[config.mk]
export PLATFORM = sky130hd
export DESIGN_NAME = h264_rtp_fua_packetizer_unit
export DESIGN_NICKNAME = d
export VERILOG_FILES = /design/src/rtl/h264fua_pkg.sv /design/src/rtl/h264fua_front.sv /design/src/rtl/h264fua_queue.sv /design/src/rtl/h264fua_back.sv /design/src/rtl/h264_rtp_fua_packetizer_unit.sv
export VERILOG_INCLUDE_DIRS = /design/src /design/src/rtl
export SDC_FILE = /design/constraint.sdc
export NUM_CORES = 1
export LEC_CHECK = 0
export ABC_CLOCK_PERIOD_IN_PS = 4700
export BUFFER_PORTS_ARGS = -buffer_cell sky130_fd_sc_hd__clkbuf_2
export CAP_MARGIN = 20
export CORE_AREA = 2 2 158 160
export DETAILED_ROUTE_END_ITERATION = 8
export DIE_AREA = 0 0 160 162
export PLACE_DENSITY_LB_ADDON = 0.12
export SLEW_MARGIN = 20
export SYNTH_ARGS = -nofsm -noshare
export SYNTH_HDL_FRONTEND = slang
export SYNTH_SLANG_ARGS = --single-unit
[constraint.sdc]
create_clock -name clock -period 4.7 [get_ports clock]
set_clock_uncertainty 0.2 [all_clocks]
set_input_delay 0.705 -clock clock [delete_from_list [all_inputs] [get_ports clock]]
set_output_delay 0.705 -clock clock [all_outputs]
set_load 0.005 [all_outputs]
[src/rtl/h264_rtp_fua_packetizer_unit_defines.svh]
// Assertion helpers for the packetizer output stage (h264fua_back).
// Both expect signals named clock and reset in the enclosing module.
`ifndef H264_RTP_FUA_PACKETIZER_UNIT_DEFINES_SVH
`define H264_RTP_FUA_PACKETIZER_UNIT_DEFINES_SVH

// The property must hold at every clock edge outside reset.
`define H264FUA_ASSERT(lbl, prop, msg) \
   lbl: assert property (@(posedge clock) disable iff (reset) (prop)) else $error(msg);

// The condition must never be true outside reset.
`define H264FUA_NEVER(lbl, cond, msg) \
   lbl: assert property (@(posedge clock) disable iff (reset) !(cond)) else $error(msg);

`endif

[src/rtl/h264fua_pkg.sv]
`default_nettype none

package h264fua_pkg;

   localparam int MP_W = 14;
   localparam logic [MP_W-1:0] MP_RESET = 14'd1488;

   localparam logic [7:0] FU_A_TYPE = 8'd28;
   localparam logic [7:0] NRI_MASK  = 8'h60;
   localparam logic [7:0] S_BIT     = 8'h80;
   localparam logic [7:0] E_BIT     = 8'h40;
   localparam logic [7:0] TYPE_MASK = 8'h1f;

   localparam int QDEPTH = 4;
   localparam int QAW    = 2;

   // One queue entry: either a single output word, or the three words that
   // open a fragment (indicator, FU header, first data byte).
   typedef struct packed {
      logic       frag;
      logic [7:0] ind;
      logic [7:0] fuh;
      logic [7:0] data;
      logic       first;
      logic       last;
      logic       mark;
   } entry_type;

endpackage

`default_nettype wire

[src/rtl/h264fua_front.sv]
`default_nettype none

module h264fua_front #(
   parameter int LEN_BITS = 16
) (
   input  wire                          clock,
   input  wire                          reset,
   input  wire                          csr_valid,
   input  wire [h264fua_pkg::MP_W-1:0]  csr_data,
   input  wire                          take,
   input  wire [7:0]                    data_byte,
   input  wire                          nal_start,
   input  wire [LEN_BITS-1:0]           nal_length,
   input  wire                          unit_ends_frame,
   output logic                         push,
   output h264fua_pkg::entry_type       entry
);

   localparam int MPW = h264fua_pkg::MP_W;
   localparam int CW  = ((LEN_BITS > MPW) ? LEN_BITS : MPW) + 1;

   logic [MPW-1:0]      mp_ff, mp_in;
   logic                frag_mode_ff, frag_mode_in;
   logic [7:0]          hdr_ff, hdr_in;
   logic [LEN_BITS-1:0] left_ff, left_in;
   logic [MPW-1:0]      room_ff, room_in;
   logic                first_frag_ff, first_frag_in;
   logic                endp_ff, endp_in;

   logic                fits;
   logic [MPW-1:0]      cap;
   logic [MPW-1:0]      chunk;
   logic                chunk_all;
   logic                room_eq_left;

   always_comb begin
      fits = (CW'(nal_length) + CW'(1)) <= CW'(mp_ff);
      cap = (mp_ff > MPW'(2)) ? (mp_ff - MPW'(2)) : MPW'(1);
      chunk = (CW'(left_ff) < CW'(cap)) ? MPW'(left_ff) : cap;
      chunk_all = CW'(chunk) == CW'(left_ff);
      room_eq_left = CW'(room_ff) == CW'(left_ff);
   end

   always_comb begin
      mp_in = csr_valid ? csr_data : mp_ff;
      frag_mode_in = frag_mode_ff;
      hdr_in = hdr_ff;
      left_in = left_ff;
      room_in = room_ff;
      first_frag_in = first_frag_ff;
      endp_in = endp_ff;
      push = 1'b0;
      entry = '0;
      entry.data = data_byte;
      if (take) begin
         if (nal_start) begin
            hdr_in = data_byte;
            endp_in = unit_ends_frame;
            left_in = nal_length;
            first_frag_in = 1'b1;
            room_in = '0;
            frag_mode_in = !fits;
            if (fits) begin
               push = 1'b1;
               entry.first = 1'b1;
               entry.last = (nal_length == '0);
               entry.mark = unit_ends_frame;
            end
         end else if (left_ff != '0) begin
            push = 1'b1;
            left_in = left_ff - LEN_BITS'(1);
            if (!frag_mode_ff) begin
               entry.last = (left_ff == LEN_BITS'(1));
               entry.mark = endp_ff;
            end else if (room_ff == '0) begin
               // First data byte of a fragment: prepend indicator and FU header.
               entry.frag = 1'b1;
               entry.ind = (hdr_ff & h264fua_pkg::NRI_MASK) | h264fua_pkg::FU_A_TYPE;
               entry.fuh = (first_frag_ff ? h264fua_pkg::S_BIT : 8'h00)
                         | (chunk_all ? h264fua_pkg::E_BIT : 8'h00)
                         | (hdr_ff & h264fua_pkg::TYPE_MASK);
               entry.last = (chunk == MPW'(1));
               entry.mark = endp_ff & chunk_all;
               room_in = chunk - MPW'(1);
               first_frag_in = 1'b0;
            end else begin
               entry.last = (room_ff == MPW'(1));
               entry.mark = endp_ff & room_eq_left;
               room_in = room_ff - MPW'(1);
            end
         end
      end
   end

   always_ff @(posedge clock) begin
      if (reset) begin
         mp_ff <= h264fua_pkg::MP_RESET;
         frag_mode_ff <= 1'b0;
         hdr_ff <= '0;
         left_ff <= '0;
         room_ff <= '0;
         first_frag_ff <= 1'b1;
         endp_ff <= 1'b0;
      end else begin
         mp_ff <= mp_in;
         frag_mode_ff <= frag_mode_in;
         hdr_ff <= hdr_in;
         left_ff <= left_in;
         room_ff <= room_in;
         first_frag_ff <= first_frag_in;
         endp_ff <= endp_in;
      end
   end

endmodule

`default_nettype wire

[src/rtl/h264fua_queue.sv]
`default_nettype none

module h264fua_queue (
   input  wire                          clock,
   input  wire                          reset,
   input  wire                          push,
   input  wire h264fua_pkg::entry_type  push_entry,
   output logic                         full,
   input  wire                          pop,
   output h264fua_pkg::entry_type       head,
   output logic                         head_valid
);

   localparam int QAW = h264fua_pkg::QAW;

   h264fua_pkg::entry_type mem_ff [h264fua_pkg::QDEPTH];
   logic [QAW-1:0] wr_ptr_ff, wr_ptr_in;
   logic [QAW-1:0] rd_ptr_ff, rd_ptr_in;
   logic [QAW:0]   count_ff, count_in;

   always_comb begin
      full = (count_ff == (QAW+1)'(h264fua_pkg::QDEPTH));
      head_valid = (count_ff != '0);
      head = mem_ff[rd_ptr_ff];
      wr_ptr_in = push ? wr_ptr_ff + QAW'(1) : wr_ptr_ff;
      rd_ptr_in = pop ? rd_ptr_ff + QAW'(1) : rd_ptr_ff;
      count_in = count_ff + (QAW+1)'(push) - (QAW+1)'(pop);
   end

   always_ff @(posedge clock) begin
      if (push) begin
         mem_ff[wr_ptr_ff] <= push_entry;
      end
   end

   always_ff @(posedge clock) begin
      if (reset) begin
         wr_ptr_ff <= '0;
         rd_ptr_ff <= '0;
         count_ff <= '0;
      end else begin
         wr_ptr_ff <= wr_ptr_in;
         rd_ptr_ff <= rd_ptr_in;
         count_ff <= count_in;
      end
   end

endmodule

`default_nettype wire

[src/rtl/h264fua_back.sv]
`default_nettype none
`include "h264_rtp_fua_packetizer_unit_defines.svh"

module h264fua_back (
   input  wire                          clock,
   input  wire                          reset,
   input  wire                          q_valid,
   input  wire h264fua_pkg::entry_type  q_head,
   output logic                         q_pop,
   output logic                         rsp_tvalid,
   input  wire                          rsp_tready,
   output logic [7:0]                   rsp_tdata,
   output logic                         rsp_tlast,
   output logic [1:0]                   rsp_tuser
);

   typedef enum logic [1:0] {PH_IND, PH_FUH, PH_DATA} phase_type;

   h264fua_pkg::entry_type cur_ff, cur_in;
   logic                   cur_valid_ff, cur_valid_in;
   phase_type              phase_ff, phase_in;

   logic fire;
   logic done;
   logic load;

   always_comb begin
      fire = cur_valid_ff && rsp_tready;
      done = !cur_ff.frag || (phase_ff == PH_DATA);
      load = !cur_valid_ff || (fire && done);
      q_pop = load && q_valid;

      cur_in = cur_ff;
      cur_valid_in = cur_valid_ff;
      phase_in = phase_ff;
      if (load) begin
         cur_in = q_head;
         cur_valid_in = q_valid;
         phase_in = PH_IND;
      end else if (fire) begin
         case (phase_ff)
            PH_IND:  phase_in = PH_FUH;
            PH_FUH:  phase_in = PH_DATA;
            default: phase_in = PH_DATA;
         endcase
      end
   end

   always_ff @(posedge clock) begin
      cur_ff <= cur_in;
      if (reset) begin
         cur_valid_ff <= 1'b0;
         phase_ff <= PH_IND;
      end else begin
         cur_valid_ff <= cur_valid_in;
         phase_ff <= phase_in;
      end
   end

   // tuser bit 0 is packet_first, bit 1 is marker.
   always_comb begin
      rsp_tvalid = cur_valid_ff;
      rsp_tdata = cur_ff.data;
      rsp_tlast = cur_ff.last;
      rsp_tuser = {cur_ff.mark, cur_ff.first};
      if (cur_ff.frag) begin
         case (phase_ff)
            PH_IND: begin
               rsp_tdata = cur_ff.ind;
               rsp_tlast = 1'b0;
               rsp_tuser = {cur_ff.mark, 1'b1};
            end
            PH_FUH: begin
               rsp_tdata = cur_ff.fuh;
               rsp_tlast = 1'b0;
               rsp_tuser = {cur_ff.mark, 1'b0};
            end
            default: begin
               rsp_tdata = cur_ff.data;
               rsp_tlast = cur_ff.last;
               rsp_tuser = {cur_ff.mark, 1'b0};
            end
         endcase
      end
   end

   `H264FUA_ASSERT(a_phase_only_frag, (cur_valid_ff && phase_ff != PH_IND) |-> cur_ff.frag, "phase advanced on a single word entry")
   `H264FUA_ASSERT(a_ind_to_fuh, (cur_valid_ff && rsp_tready && cur_ff.frag && phase_ff == PH_IND) |=> (cur_valid_ff && phase_ff == PH_FUH), "FU header did not follow indicator")
   `H264FUA_ASSERT(a_fuh_to_data, (cur_valid_ff && rsp_tready && cur_ff.frag && phase_ff == PH_FUH) |=> (cur_valid_ff && phase_ff == PH_DATA && cur_ff.frag), "data byte did not follow FU header")

endmodule

`default_nettype wire

[src/rtl/h264_rtp_fua_packetizer_unit.sv]
// H.264 RTP payload packetizer with FU-A fragmentation.
// req_ carries NAL bytes without start codes, one word per byte. A word with
// req_tuser high is a NAL header and carries the payload length and, on
// req_tlast, the end-of-access-unit flag. rsp_ carries RTP payload bytes:
// rsp_tuser[0] marks the first byte of a payload, rsp_tlast the last, and
// rsp_tuser[1] is the RTP marker, set on every byte of the last packet of an
// access unit. csr_ writes the maximum payload size (reset value 1488).
// An accepted byte passes through the queue into the output stage register.
// Throughput is one byte per cycle while the queue has room; the first data
// byte of each fragment yields three words (FU indicator, FU header, data)
// that the output stage sends in turn, so the input slows only there.
// A four-entry queue separates the classifying front end from the output
// stage; req_tready drops only while that queue is full, so a stalled
// receiver backs up into the input once four entries wait behind the one
// held in the output stage.
// Reset clears all packetizer state and empties the queue; configuration is
// to be written only while the block is idle.
`default_nettype none

module h264_rtp_fua_packetizer_unit #(
   parameter int LEN_BITS = 16
) (
   input  wire         clock,
   input  wire         reset,
   input  wire         req_tvalid,
   output logic        req_tready,
   input  wire [23:0]  req_tdata,   // [7:0] data_byte, [23:8] nal_length
   input  wire         req_tuser,   // [0] nal_start
   input  wire         req_tlast,   // unit_ends_frame
   output logic        rsp_tvalid,
   input  wire         rsp_tready,
   output logic [7:0]  rsp_tdata,   // [7:0] out_byte
   output logic [1:0]  rsp_tuser,   // [0] packet_first, [1] marker
   output logic        rsp_tlast,   // packet_last
   input  wire         csr_valid,
   output logic        csr_ready,
   input  wire [13:0]  csr_data
);

   logic                   q_full;
   logic                   push;
   h264fua_pkg::entry_type push_entry;
   logic                   pop;
   h264fua_pkg::entry_type head;
   logic                   head_valid;
   logic                   take;

   assign req_tready = !q_full;
   assign csr_ready = 1'b1;
   assign take = req_tvalid && req_tready;

   h264fua_front #(
      .LEN_BITS(LEN_BITS)
   ) u_front (
      .clock(clock),
      .reset(reset),
      .csr_valid(csr_valid),
      .csr_data(csr_data),
      .take(take),
      .data_byte(req_tdata[7:0]),
      .nal_start(req_tuser),
      .nal_length(LEN_BITS'(req_tdata[23:8])),
      .unit_ends_frame(req_tlast),
      .push(push),
      .entry(push_entry)
   );

   h264fua_queue u_queue (
      .clock(clock),
      .reset(reset),
      .push(push),
      .push_entry(push_entry),
      .full(q_full),
      .pop(pop),
      .head(head),
      .head_valid(head_valid)
   );

   h264fua_back u_back (
      .clock(clock),
      .reset(reset),
      .q_valid(head_valid),
      .q_head(head),
      .q_pop(pop),
      .rsp_tvalid(rsp_tvalid),
      .rsp_tready(rsp_tready),
      .rsp_tdata(rsp_tdata),
      .rsp_tlast(rsp_tlast),
      .rsp_tuser(rsp_tuser)
   );

endmodule

`default_nettype wire
Word-level counts from Yosys, hierarchy flattened
Memories as Yosys holds them, arrays and structs flattened. A register that Yosys moved wholly into a read port is not among the register bits.
Index checks and enable logic that the tools add are counted.
- register bits after elaboration: 64
- memory bits (writable): 112
- input port bits: 45
- output and inout port bits: 14
- logic and storage cells: 100
- memories: 1
- memory list (name ; words ; bits a word ; rd ports ; clocked after Yosys merged registers in ; write ports ; RTL line ; source):
    u_queue.mem_ff ; 4 ; 28 ; 1 ; 1 ; 1 ; h264fua_queue.sv:16 ; h264fua_pkg::entry_type mem_ff [h264fua_pkg::QDEPTH];
- add/sub/neg operators: 9
- order comparisons: 3
- equality and inequality tests: 8
- mux-type cells: 39
- bitwise logic cells: 4
- reductions and logical operators: 24
- operator list (cell ; count):
    $mux W17 ; 5
    $mux W14 ; 6
    $eq A14 B16 Y1 ; 2
    $mux W16 ; 2
    $eq A14 B1 Y1 const B ; 2
    $sub A14 B1 Y14 const B ; 2
    $add A16 B1 Y17 const B ; 1
    $le A17 B14 Y1 ; 1
    $eq A16 B1 Y1 const B ; 1
    $logic_not A16 Y1 ; 1
    $lt A16 B14 Y1 ; 1
    $mux W8 ; 2
    $pmux W8 S2 ; 1
    $reduce_bool A16 Y1 ; 1
    $sub A16 B1 Y16 const B ; 1
    $mux W1 ; 15
    $gt A14 B2 Y1 const B ; 1
    $logic_not A14 Y1 ; 1
    $sub A14 B2 Y14 const B ; 1
    $mux W2 ; 5
    $or A8 B5 Y8 ; 1
    $or A8 B8 Y8 ; 1
    $mux W7 ; 1
    $mux W3 ; 2
    17 further kinds ; 30

Logic depth before layout (Yosys ltp)
Gate-level depths: netlist of run 1.
- depth in word-level cells: 13
- gate-level depth with buffers: 23

Cells and area by module
From an unflattened synthesis of run 1, not the netlist that was laid out.
- cell total of the unflattened synthesis: 1005
- area, all modules: 11202.0 um^2
- by module, submodules not included (module ; instances ; cells each ; area each (um^2) ; sequential area each (um^2)):
    h264fua_front ; 1 ; 735 ; 5445.2 ; 1081.0
    h264fua_queue ; 1 ; 188 ; 4530.6 ; 3543.4
    h264fua_back ; 1 ; 78 ; 1204.9 ; 900.9
    h264_rtp_fua_packetizer_unit ; 1 ; 4 ; 21.3 ; 0.0

Worst setup path before layout of run 1
Ideal clock, no wire load.
- path kind: register to register
- start point: reg u_front.mp_ff[1]
- end point: reg u_front.room_ff[4]
- setup time: 0.117 ns
- arrival: 4.708 ns
- required time: 4.383 ns
- path slack: -0.325 ns
- cell stages (with the launch flop): 23
- path through: dfxtp_1 > clkbuf_1 > inv_1 > ha_1 > nor2b_1 > nand4_1 > xnor2_1 > or2_2 > ha_1 > and4_1 > nand3_1 > a2111o_1 > o21ai_2 > buf_6 > buf_2 > mux2i_1 > ha_1 > clkbuf_1 > nand2_1 > xor2_1 > o221ai_1 > a31o_2 > a32o_1
- longest elaborated chain between the ends: 9
- ends and longest elaborated chain (element ; RTL line ; source):
    start: declaration ; h264fua_front.sv:22 ; logic [MPW-1:0] mp_ff, mp_in;
    start signal: assignment ; h264fua_front.sv:97 ; mp_ff <= h264fua_pkg::MP_RESET;
    start signal: assignment ; h264fua_front.sv:105 ; mp_ff <= mp_in;
    $sub A14 B2 Y14 or $gt A14 B2 Y1 (tied branches) ; h264fua_front.sv:38 ; cap = (mp_ff > MPW'(2)) ? (mp_ff - MPW'(2)) : MPW'(1);
    $mux W14 (*) ; h264fua_front.sv:38 ;
    $lt A16 B14 Y1 ; h264fua_front.sv:39 ; chunk = (CW'(left_ff) < CW'(cap)) ? MPW'(left_ff) : cap;
    $mux W14 (*) ; h264fua_front.sv:39 ;
    $sub A14 B1 Y14 (*) ; h264fua_front.sv:84 ; room_in = chunk - MPW'(1);
    $mux W14 (*) ; h264fua_front.sv:75 ; end else if (room_ff == '0) begin
    $mux W14 (*) ; h264fua_front.sv:72 ; if (!frag_mode_ff) begin
    $mux W14 (*) ; h264fua_front.sv:69 ; end else if (left_ff != '0) begin
    $mux W14 (*) ; h264fua_front.sv:56 ; if (nal_start) begin
    end signal: assignment ; h264fua_front.sv:109 ; room_ff <= room_in;
    end: declaration ; h264fua_front.sv:26 ; logic [MPW-1:0] room_ff, room_in;
Mark *: on every way between the ends. The rest lies on a longest branch, timed or not. The select of a mux whose other input is x is not followed.
A chain may end at the register's enable or synchronous reset.

Worst setup path in the final report of run 1
Ends and elaborated chain as after synthesis.

==> out/qor.txt, run 1 <==
Status: finished, final reports clean
Vias: 7333
CP max stage cell: a2111o_1
Dpl cells: 1309
Required @ worst endpoint: 4.82 ns
Syn Area/Cell: 10.2 µm²
H-tree depth: 4
Gp weighted congestion: 0.913
Main synth FF type: edfxtp_1
Final Cycle Share: 0.942
Met3 wire length: 980 µm
Die X: 160 µm
Die Y: 162 µm
Commonest non-fill, non-tap cell in the layout: edfxtp_1
Synth Instances: 929
Cell area after synthesis: 9500 µm²
Startpoint types: flop
Count of cell types in the netlist: 84
Cell mode on critical path: ha_1
Starting Density: 0.394
Comb pwr share: 0.351
Register area share after synthesis: 0.467
Routed wire length: 26500 µm
Worst Setup End Kind: flop
Warnings, synthesis: 0
# fillers: 2315
Root Driver: clkbuf_16
Hold Worst Slack: 0.255 ns
Lkg Pwr: 0.00426 µW
Hold Crit Start: u_front.hdr_ff[3]$_SDFFE_PP0P_
Routed met1 length: 11900 µm
Worst Tran Pin Value: 0.962 ns
CTS Sinks: 169
Top sig layer: met4
Max-cap violations: 0
Power consumption: 5330 µW
Clk network pwr share: 0.268
Proportion of layout cells with a drive suffix above 1: 0.199
Max Clk Rate: 226 MHz
Yosys top cell area share: 0.332
Most frequent cells in the layout: 105 x edfxtp_1, 92 x nand2_1, 83 x nor2_1, 63 x dfxtp_1, 57 x clkbuf_2
Syn-to-layout area delta: 15.8%
Setup TNS: 0 ns
PD cells: 484 nW/µm²
Worst slew margin: 0.357
First-pass GRT wire length: 42300 µm
Worst r2r src: u_front.mp_ff[1]$_SDFFE_PP0P_
Number of enable flip-flop cells after synthesis: 105
Crit path kind: flop to flop
Seq pwr share: 0.381
Critical Path AT: 4.54 ns
Core ar.: 24100 µm²
N_diodes: 0
Total GRT Usage: 0.212
Post-synth top area cell: edfxtp_1
Worst vdd ir: 0.224 mV
Final net count: 1094
Row count: 57
Slowest stage delay, CP: 0.43 ns
Multi-input logic area: 4710 µm²
Gr ovfl total: 0
Final Hold Viols: 0
Mapped Nets: 1017
Hold Path Class: flop to flop
Clock Latency Late Sink: 0.43 ns
Int Power: 3340 µW
Sequential Area: 4440 µm²
Crit path max fanout: 7
Critical Path Start: u_front.mp_ff[1]$_SDFFE_PP0P_
Setup-failing EPs final: 0
Final cell count without fillers: 1343
DPL Wire Length: 19800 µm
Post-synthesis async set-or-reset flop share: 0
Routed wl met2: 12900 µm
DRT Pass-1 Iters: 5
Area contributors post-synth: edfxtp_1 33%, dfxtp_1 13%, ha_1 5.5%
Initial antenna violation count: 0
Initial drt markers: 421
Longest Clk Path Bufs: 2
Reg clk slew, reported paths: 0.07 ns
Switching Share: 0.373
Max-slew violations: 0
TritonCTS clock tree: done
Antenna Nets Post-Route: 0
Number of global-route vias before repair: 7428
IO Pins: 59
Crit-path cells: inv_1, ha_1, nor2b_2, nand4_1, xnor2_1, or2_2, ha_1, and4_1, nand3_1, a2111o_1, o21ai_4, mux2i_2, ha_2, nand2_1, xor2_1, o221ai_1, a31o_2, a32o_1
Tmin final: 4.43 ns
WL per Instance: 19.7 µm
RSZ-0062 raised after global routing: false
Die area: 25900 µm²
DRC viols: 0
Port buffer count: 57
Yosys reg bits: 169
Via density: 5.46
Num CTS Buffers: 17
Sw Pwr: 1990 µW
Largest net degree at the start of global routing: 52
==> sequential cells by signal, summed over array words and instances, names as in the netlist <==
signal                 flops
u_back.cur_ff             21
u_back.phase_ff            2
u_back.rsp_tvalid          1
u_front.endp_ff            1
u_front.first_frag_ff      1
u_front.frag_mode_ff       1
u_front.hdr_ff             7
u_front.left_ff           16
u_front.mp_ff             14
u_front.room_ff           14
u_queue.count_ff           3
u_queue.mem_ff            84
u_queue.rd_ptr_ff          2
u_queue.wr_ptr_ff          2
==> metrics by stage <==
| stage | setup WS (ns) | util | instance area [µm²] |
|---|---|---|---|
| after global routing | 0.0365 | 0.456 | 11000 |
| after detailed placement | 0.107 | 0.430 | 10400 |
| after floorplan | 0.00488 | - | 9520 |
| final | 0.273 | 0.456 | 11000 |
| after global placement | 0.129 | 0.430 | 10400 |
| after CTS | 0.211 | 0.455 | 11000 |
==> layer usage <==
metal / up-vias / track usage
met3: 49 / 0.0335
li1: 3565 / -
met4: 0 / 0.0725
met1: 3508 / 0.273
met5: - / 0
met2: 211 / 0.364
==> path summary, 6_finish.rpt <==
| kind | to | slack, ns | cells after the start |
|---|---|---|---|
| max | u_front.room_ff[4]$_SDFFE_PP0P_ | 0.27 | 18 |
| max reg2reg | u_front.room_ff[4]$_SDFFE_PP0P_ | 0.27 | 18 |
| min reg2reg | u_front.hdr_ff[3]$_SDFFE_PP0P_ | 0.26 | 2 |
| min | u_front.hdr_ff[3]$_SDFFE_PP0P_ | 0.26 | 2 |
==> cells by family after synthesis <==
logic type,share of synthesized area
buf+inv,0.0415
fa+ha+maj,0.0574
simple gates,0.172
mux,0.0753
xor+xnor,0.0544
flops,0.467
compound gates,0.133
other cells,0.000395
==> worst max-delay path: cells and delay by family (launching register included) <==
kind,cells,cell delay (ns)
AOI/OAI and AO/OA,5,1.30
and+or+nand+nor,6,1.01
DFF,1,0.31
adders and majority gates,3,0.75
xor gates and xnor gates,2,0.34
muxes,1,0.31
buffers and inverters,1,0.09
==> layout make-up <==
type / instances / area share
Clock buffer: 17 / 0.0387
Sequential cell: 169 / 0.403
Timing Repair Buffer: 110 / 0.0621
Tap cell: 324 / 0.0368
Clock inverter: 15 / 0.0169
Inverter: 42 / 0.0143
Multi-Input combinational cell: 666 / 0.428
==> timing repair <==
| item | CTS | global route |
|---|---|---|
| buffers inserted | 0 | 2 |
| setup endpoints to repair | 0 | 6 |
| hold buffers | 0 | 0 |
| resized for setup | 0 | 2 |
==> power by group through the flow <==
stage               clock [µW]  sequential (µW)  combinational, µW
finish                    1430             2030               1870
global route              1520             2060               2070
CTS                       1460             2030               1860
detailed placement           0             2070               1850
global placement             0             2070               1850
floorplan                    0             1930               1350
==> cell usage after synthesis, types with 3 or more instances <==
cell	instances
edfxtp_1	105
nand2_1	92
nor2_1	83
dfxtp_1	64
a21oi_1	47
o21ai_0	45
ha_1	42
inv_1	40
clkbuf_1	34
nor3_1	33
xnor2_1	32
xor2_1	27
nand3_1	25
mux2i_1	22
mux4_2	21
nor4_1	15
nor2b_1	14
and3_1	13
o211ai_1	13
nand4_1	12
a31oi_1	7
o21a_1	7
a221oi_1	6
buf_1	6
buf_2	6
a211oi_1	5
o31ai_1	5
or2_2	5
or3_1	5
a22oi_1	4
nand2b_1	4
nor3b_1	4
o21ai_1	4
a21o_1	3
and2_1	3
and4_1	3
buf_4	3
buf_6	3
nor2_2	3
o2111ai_1	3
o221ai_1	3
o22ai_1	3
Power figures use the tool's default switching activity.
==> run 2, diff against run 1 <==
--- a/config.mk
+++ b/config.mk
@@ -6,12 +6,14 @@
 export SDC_FILE = /design/constraint.sdc
 export NUM_CORES = 1
 export LEC_CHECK = 0
+export ABC_AREA = 1
 export ABC_CLOCK_PERIOD_IN_PS = 4700
 export BUFFER_PORTS_ARGS = -buffer_cell sky130_fd_sc_hd__clkbuf_2
 export CAP_MARGIN = 20
-export CORE_AREA = 2 2 158 160
+export CORE_AREA = 2 2 142 144
 export DETAILED_ROUTE_END_ITERATION = 8
-export DIE_AREA = 0 0 160 162
+export DIE_AREA = 0 0 144 146
+export GPL_TIMING_DRIVEN = 0
 export PLACE_DENSITY_LB_ADDON = 0.12
 export SLEW_MARGIN = 20
 export SYNTH_ARGS = -nofsm -noshare
==> run 2 against run 1 <==
Compared with the run above:
- global-route usage grew 3.9 points
- synthesized area grew 1.1%
- worst setup slack better by 0.025 ns
- critical path depth is 13 higher
- worst hold slack improved by 0.0049 ns
- via count grew 10%
- sequential share of layout area about the same
- critical path type unchanged
==> out/qor.txt, run 2 <==
Proportion of layout cells with a drive suffix above 1: 0.148 (-0.0514)
Required @ worst endpoint: 4.77 ns (-0.05 ns)
Yosys reg bits: 169 (unchanged)
Number of global-route vias before repair: 7584 (+2.1%)
Register area share after synthesis: 0.462 (-0.00492)
Num CTS Buffers: 17 (unchanged)
Hold Worst Slack: 0.260 ns (+0.00488 ns)
Tmin final: 4.40 ns (-0.0249 ns)
Switching Share: 0.406 (+0.0327)
Mapped Nets: 1237 (+22%)
IO Pins: 59 (unchanged)
PD cells: 514 nW/µm² (+6.2%)
Max-cap violations: 0 (unchanged)
Warnings, synthesis: 0 (unchanged)
Crit-path leading delay family: simple AND/OR/NAND/NOR gates
Yosys top cell area share: 0.328 (-0.00350)
Synth Instances: 1149 (+24%)
TritonCTS clock tree: done
Max Clk Rate: 227 MHz (+0.57%)
Row count: 51 (-11%)
Hold Path Class: flop to flop
WL per Instance: 17.0 µm (-14%)
Reg clk slew, reported paths: 0.07 ns (about the same)
H-tree depth: 4 (unchanged)
Main synth FF type: edfxtp_1
Seq pwr share: 0.357 (-0.024)
Commonest non-fill, non-tap cell in the layout: nand2_1
Worst path buffer plus inverter count: 7 (+6)
Most frequent cells in the layout: 169 x nand2_1, 144 x inv_1, 144 x nor2_1, 105 x edfxtp_1, 99 x o21ai_0
Final net count: 1320 (+21%)
Status: finished, final reports clean
Syn-to-layout area delta: 14.6%
Port buffer count: 57 (unchanged)
CP max stage cell: dfxtp_1
Clk network pwr share: 0.253 (-0.015)
Antenna Nets Post-Route: 0 (unchanged)
Worst vdd ir: 0.284 mV (+27%)
Setup-failing EPs final: 0 (unchanged)
Max-slew violations: 0 (unchanged)
Crit path kind: flop to flop
Post-synthesis async set-or-reset flop share: 0 (unchanged)
Gp weighted congestion: 0.933 (+2.2%)
Clock Latency Late Sink: 0.43 ns (about the same)
Register name with the most flops: u_queue.mem_ff
Worst slew margin: 0.356 (-0.00121)
Vias: 8070 (+10%)
Final Cycle Share: 0.937 (-0.00530)
Initial antenna violation count: 0 (unchanged)
Cell area after synthesis: 9600 µm² (+1.1%)
Routed wire length: 25700 µm (-2.9%)
Gr ovfl total: 0 (unchanged)
Setup TNS: 0 ns (unchanged)
Slowest stage delay, CP: 0.33 ns (-0.10 ns)
R2R setup slack: 0.30 ns (+0.02 ns)
Die area: 21000 µm² (-19%)
Comb pwr share: 0.390 (+0.039)
Int Power: 3360 µW (+0.63%)
Worst Setup End Kind: flop
Total GRT Usage: 0.251 (+0.0390)
Met1 Usage GRT: 0.317 (+0.0433)
Largest regs: u_queue.mem_ff x84, u_back.cur_ff x21, u_front.left_ff x16
Largest register FFs: 84 (unchanged)
Final Hold Viols: 0 (unchanged)
Crit path max fanout: 10 (+3)
N_diodes: 0 (unchanged)
Root Driver: clkbuf_16
Cell mode on critical path: nand2_1
DRC viols: 0 (unchanged)
DRT Pass-1 Iters: 5 (unchanged)
Lkg Pwr: 0.00472 µW (+11%)
Post-synth top area cell: edfxtp_1
Startpoint types: flop
Die Y: 146 µm (-9.9%)
Sw Pwr: 2300 µW (+15%)
Initial drt markers: 628 (+49%)
Starting Density: 0.497 (+0.103)
Number of enable flip-flop cells after synthesis: 105 (unchanged)
Met3 global-route usage: 0.0336 (+0.000111)
Largest net degree at the start of global routing: 23 (-56%)
Core ar.: 19300 µm² (-20%)
Most frequent cell after synthesis: nand2_1
Post-synth top cells: 172 x nand2_1, 150 x nor2_1, 147 x inv_1, 105 x edfxtp_1, 99 x o21ai_0
Critical Path AT: 4.47 ns (-0.07 ns)
Global routing's busiest layer: met2
First-pass GRT wire length: 40400 µm (-4.5%)
Syn Area/Cell: 8.36 µm² (-18%)
Area contributors post-synth: edfxtp_1 33%, dfxtp_1 13%, nand2_1 6.7%
Die X: 144 µm (-10%)
Longest Clk Path Bufs: 2 (unchanged)
Met2 GRT Util: 0.432 (+0.0684)
Power consumption: 5650 µW (+6.2%)
DPL Wire Length: 19100 µm (-3.5%)
CTS Sinks: 169 (unchanged)
Count of cell types in the netlist: 56 (-33%)
Via density: 5.34 (-2.1%)
Worst Tran Pin Value: 0.965 ns (+0.00308 ns)
[run 2: logic make-up (layout without fill, tap and decap cells)]
| kind of cell | after synthesis | in the layout | share of synthesized area |
|---|---|---|---|
| AO/OA/AOI/OAI | 252 | 252 | 0.151 |
| XOR/XNOR | 36 | 36 | 0.0328 |
| flip-flops | 169 | 169 | 0.462 |
| adder cells (fa/ha/maj) | 43 | 43 | 0.0568 |
| AND/OR/NAND/NOR | 455 | 455 | 0.218 |
| buffers and inverters | 193 | 289 | 0.0793 |
| other | 1 | 1 | 0.000390 |
[run 2: per-stage QoR]
step | utilization | instance area (µm²) | std cells | worst slack (ns)
2_1_floorplan | - | 9600 | 1149 | 0.399
3_3_place_gp | 0.529 | 10200 | 1471 | -1.10
3_5_place_dp | 0.530 | 10300 | 1471 | -0.291
4_1_cts | 0.564 | 10900 | 1505 | 0.0156
5_1_grt | 0.569 | 11000 | 1510 | -0.0126
6_report | 0.569 | 11000 | 1510 | 0.298
[run 2: area by class of cell]
type                       instances  area [µm²]
buffer                            34         171
clock buffer                      18         429
clock inverter                    14         179
fill                            1805        8330
inverter                         159         599
multi-input combinational        787        4520
sequential                       169        4430
tap                              265         332
timing repair buffer              64         338
[run 2: tightest hold or removal path, delay by kind of cell, from the launching register on]
| family | cells | cell delay [ns] |
|---|---|---|
| AOI/OAI and AO/OA | 1 | 0.06 |
| DFF | 1 | 0.30 |
| buffers and inverters | 1 | 0.06 |
[run 2: final timing paths]
check	end	depth (start not counted)	start
worst min register to register	u_front.hdr_ff[3]$_SDFFE_PP0P_	2	u_front.hdr_ff[3]$_SDFFE_PP0P_
worst max register to register	u_queue.mem_ff[2][1]$_DFFE_PP_	31	u_front.mp_ff[1]$_SDFFE_PP0P_
worst min-delay path	u_front.hdr_ff[3]$_SDFFE_PP0P_	2	u_front.hdr_ff[3]$_SDFFE_PP0P_
worst max-delay path	u_queue.mem_ff[2][1]$_DFFE_PP_	31	u_front.mp_ff[1]$_SDFFE_PP0P_
[run 2: power by group through the flow]
| stage | Sequential, µW | Clock (µW) | Combinational (µW) |
|---|---|---|---|
| finish | 2020 | 1430 | 2200 |
| global route | 2040 | 1500 | 2470 |
| CTS | 2020 | 1450 | 2180 |
| detailed placement | 2050 | 0 | 2140 |
| global placement | 2060 | 0 | 2110 |
| floorplan | 1970 | 0 | 1560 |
[run 2: routing by layer]
| metal | vias to the layer above | share of wire |
|---|---|---|
| li1 | 4055 | - |
| met1 | 3750 | 0.43 |
| met2 | 216 | 0.50 |
| met3 | 49 | 0.041 |
| met4 | 0 | 0.030 |
| met5 | - | 0 |
[run 2: timing repair]
action                                  CTS  global route
resized for setup                         7            16
hold buffers                              0             0
endpoints found under the hold margin     0             0
cloned                                    0             0
endpoints found under the setup margin   13           107
buffers inserted                          2             5
pin swaps                                 1             3
==> run 3, diff against run 2 <==
--- a/config.mk
+++ b/config.mk
@@ -15,6 +15,7 @@
 export DIE_AREA = 0 0 144 146
 export GPL_TIMING_DRIVEN = 0
 export PLACE_DENSITY_LB_ADDON = 0.12
+export REMOVE_ABC_BUFFERS = 1
 export SLEW_MARGIN = 20
 export SYNTH_ARGS = -nofsm -noshare
 export SYNTH_HDL_FRONTEND = slang
==> run 3 against run 2 <==
Compared with the run above:
- cell count decreased by 2.1%
- count of clock-buffer cells in the layout decreased by 1
- utilization decreased by 0.55 points
- clock power increased by 3%
- sequential power increased by 2%
- worst setup slack improved by 0.015 ns
- combinational power decreased by 6%
- critical path depth decreased by 7
- flip-flop and latch count unchanged
- first-iteration DRC count decreased by 29%
==> out/qor.txt, run 3 (synthesis gave the netlist of run 2 again) <==
Status: finished, final reports clean
Initial antenna violation count: 0 (unchanged)
Post-route setup slack: 0.312 ns (+0.0148 ns)
Routed wire length: 23400 µm (-8.8%)
Row count: 51 (unchanged)
IO Pins: 59 (unchanged)
Final cell count without fillers: 1479 (-2.1%)
Root Driver: clkbuf_16
Gr ovfl total: 0 (unchanged)
Final Hold Viols: 0 (unchanged)
Startpoint types: input pin
DRC viols: 0 (unchanged)
Via density: 5.35 (+0.12%)
Core ar.: 19300 µm² (unchanged)
Lkg Pwr: 0.00466 µW (-1.1%)
Initial drt markers: 444 (-29%)
DPL Wire Length: 16500 µm (-14%)
Final Cycle Share: 0.934 (-0.00314)
Die area: 21000 µm² (unchanged)
Proportion of layout cells with a drive suffix above 1: 0.150 (+0.00213)
Worst slew margin: 0.359 (+0.00292)
Crit path kind: input pin to flop
Die X: 144 µm (unchanged)
Clk network pwr share: 0.262 (+0.009)
Most frequent cells in the layout: 171 x nand2_1, 144 x nor2_1, 143 x inv_1, 105 x edfxtp_1, 99 x o21ai_0
Largest register FFs: 84 (unchanged)
Setup-failing EPs final: 0 (unchanged)
Placement-stage worst setup slack: -0.629 ns (-0.338 ns)
Post-CTS Hold Buffers: 0 (unchanged)
DRT Pass-1 Iters: 6 (+1)
Largest regs: u_queue.mem_ff x84, u_back.cur_ff x21, u_front.left_ff x16
Starting Density: 0.497 (unchanged)
Num CTS Buffers: 17 (unchanged)
Max-slew violations: 0 (unchanged)
Register name with the most flops: u_queue.mem_ff
Dpl cells: 1438 (-2.2%)
Worst vdd ir: 0.264 mV (-7.0%)
WL per Instance: 15.8 µm (-6.9%)
Number of global-route vias before repair: 7523 (-0.80%)
Switching Share: 0.387 (-0.0190)
Largest net degree at the start of global routing: 45 (+96%)
Clock Latency Late Sink: 0.43 ns (about the same)
Worst Tran Pin Value: 0.961 ns (-0.00438 ns)
N_diodes: 0 (unchanged)
Tmin final: 4.39 ns (-0.0148 ns)
Hold Path Class: flop to flop
Worst Setup End Kind: flop
Critical Path AT: 4.53 ns (+0.06 ns)
Port buffer count: 57 (unchanged)
Max Clk Rate: 228 MHz (+0.34%)
TritonCTS clock tree: done
Fin util: 0.564 (-0.00550)
Seq pwr share: 0.369 (+0.012)
Final net count: 1290 (-2.3%)
Vias: 7914 (-1.9%)
Reg clk slew, reported paths: 0.06 ns (about the same)
Post-placement cell area: 10100 µm² (-1.5%)
Crit path max fanout: 7 (-3)
Commonest non-fill, non-tap cell in the layout: nand2_1
First-pass GRT wire length: 38000 µm (-6.1%)
Worst reg-to-reg path cell count: 24 (-23%)
Comb pwr share: 0.369 (-0.021)
Antenna Nets Post-Route: 0 (unchanged)
Gp weighted congestion: 0.913 (-2.2%)
Required @ worst endpoint: 4.84 ns (+0.07 ns)
Sw Pwr: 2160 µW (-5.7%)
PD cells: 513 nW/µm² (-0.14%)
Syn-to-layout area delta: 13.5%
Max-cap violations: 0 (unchanged)
Int Power: 3430 µW (+2.1%)
Die Y: 146 µm (unchanged)
Finished layout cell area: 10900 µm² (-0.97%)
Total GRT Usage: 0.231 (-0.0199)
CTS Sinks: 169 (unchanged)
Longest Clk Path Bufs: 2 (unchanged)
H-tree depth: 4 (unchanged)
Hold path cells: 2 (unchanged)
-- run 3: path summary, 6_finish.rpt --
kind	startpoint	to	slack (ns)
setup / recovery	req_tdata[8]	u_queue.count_ff[1]$_SDFF_PP0_	0.31
hold / removal	u_front.hdr_ff[1]$_SDFFE_PP0P_	u_front.hdr_ff[1]$_SDFFE_PP0P_	0.25
setup reg to reg	u_front.mp_ff[1]$_SDFFE_PP0P_	u_queue.mem_ff[2][17]$_DFFE_PP_	0.32
hold reg to reg	u_front.hdr_ff[1]$_SDFFE_PP0P_	u_front.hdr_ff[1]$_SDFFE_PP0P_	0.25
-- run 3: power by group through the flow --
stage | Combinational, µW | Clock, µW | Sequential, µW
6_report | 2060 | 1470 | 2060
3_3_place_gp | 1940 | 0 | 2090
4_1_cts | 2000 | 1490 | 2060
2_1_floorplan | 1460 | 0 | 2010
5_1_grt | 2350 | 1550 | 2100
3_5_place_dp | 1970 | 0 | 2100
-- run 3: area by class of cell --
cell class,instances,area [µm²]
well taps,265,332
repair buffers,68,383
clock buffers,17,425
fillers,1778,8440
inverters,159,597
clock inverters,14,188
flip-flops and latches,169,4440
multi-input cells,787,4540
-- run 3: critical path, stage by stage --
cell	delay, ns
clkbuf_2	0.14
ha_1	0.17
nand2_1	0.05
inv_1	0.09
nand4_1	0.14
nor2_1	0.23
nand2_1	0.09
xor2_1	0.16
ha_1	0.29
nand2_1	0.09
nor3_1	0.19
nand2_1	0.09
o2111ai_1	0.21
nand2_1	0.08
nand2_1	0.06
a21oi_1	0.05
o21ai_1	0.35
nor2_2	0.15
nor2_4	0.32
inv_2	0.08
ha_1	0.20
inv_1	0.07
fa_1	0.40
nor2_1	0.11
-- run 3: per-stage QoR --
step           total power, µW  hold WS, ns  TNS, ns
2_1_floorplan             3470        0.232        0
3_3_place_gp              4030        0.240   -95.85
3_5_place_dp              4060        0.248   -13.59
4_1_cts                   5550        0.257        0
5_1_grt                   6000        0.285  -0.0839
6_report                  5590        0.252        0
-- run 3: metal layers --
| metal | part of all wire | global-route usage | wire [µm] |
|---|---|---|---|
| met5 | 0 | 0 | 0 |
| met4 | 0.015 | 0.0603 | 360 |
| met3 | 0.039 | 0.0418 | 905 |
| met2 | 0.50 | 0.404 | 11700 |
| met1 | 0.45 | 0.292 | 10400 |
-- run 3: timing repair --
| action | CTS | global route |
|---|---|---|
| setup endpoints to repair | 25 | 88 |
| gates resized for setup | 2 | 20 |
| pin swaps | 1 | 7 |
| setup buffers | 3 | 7 |
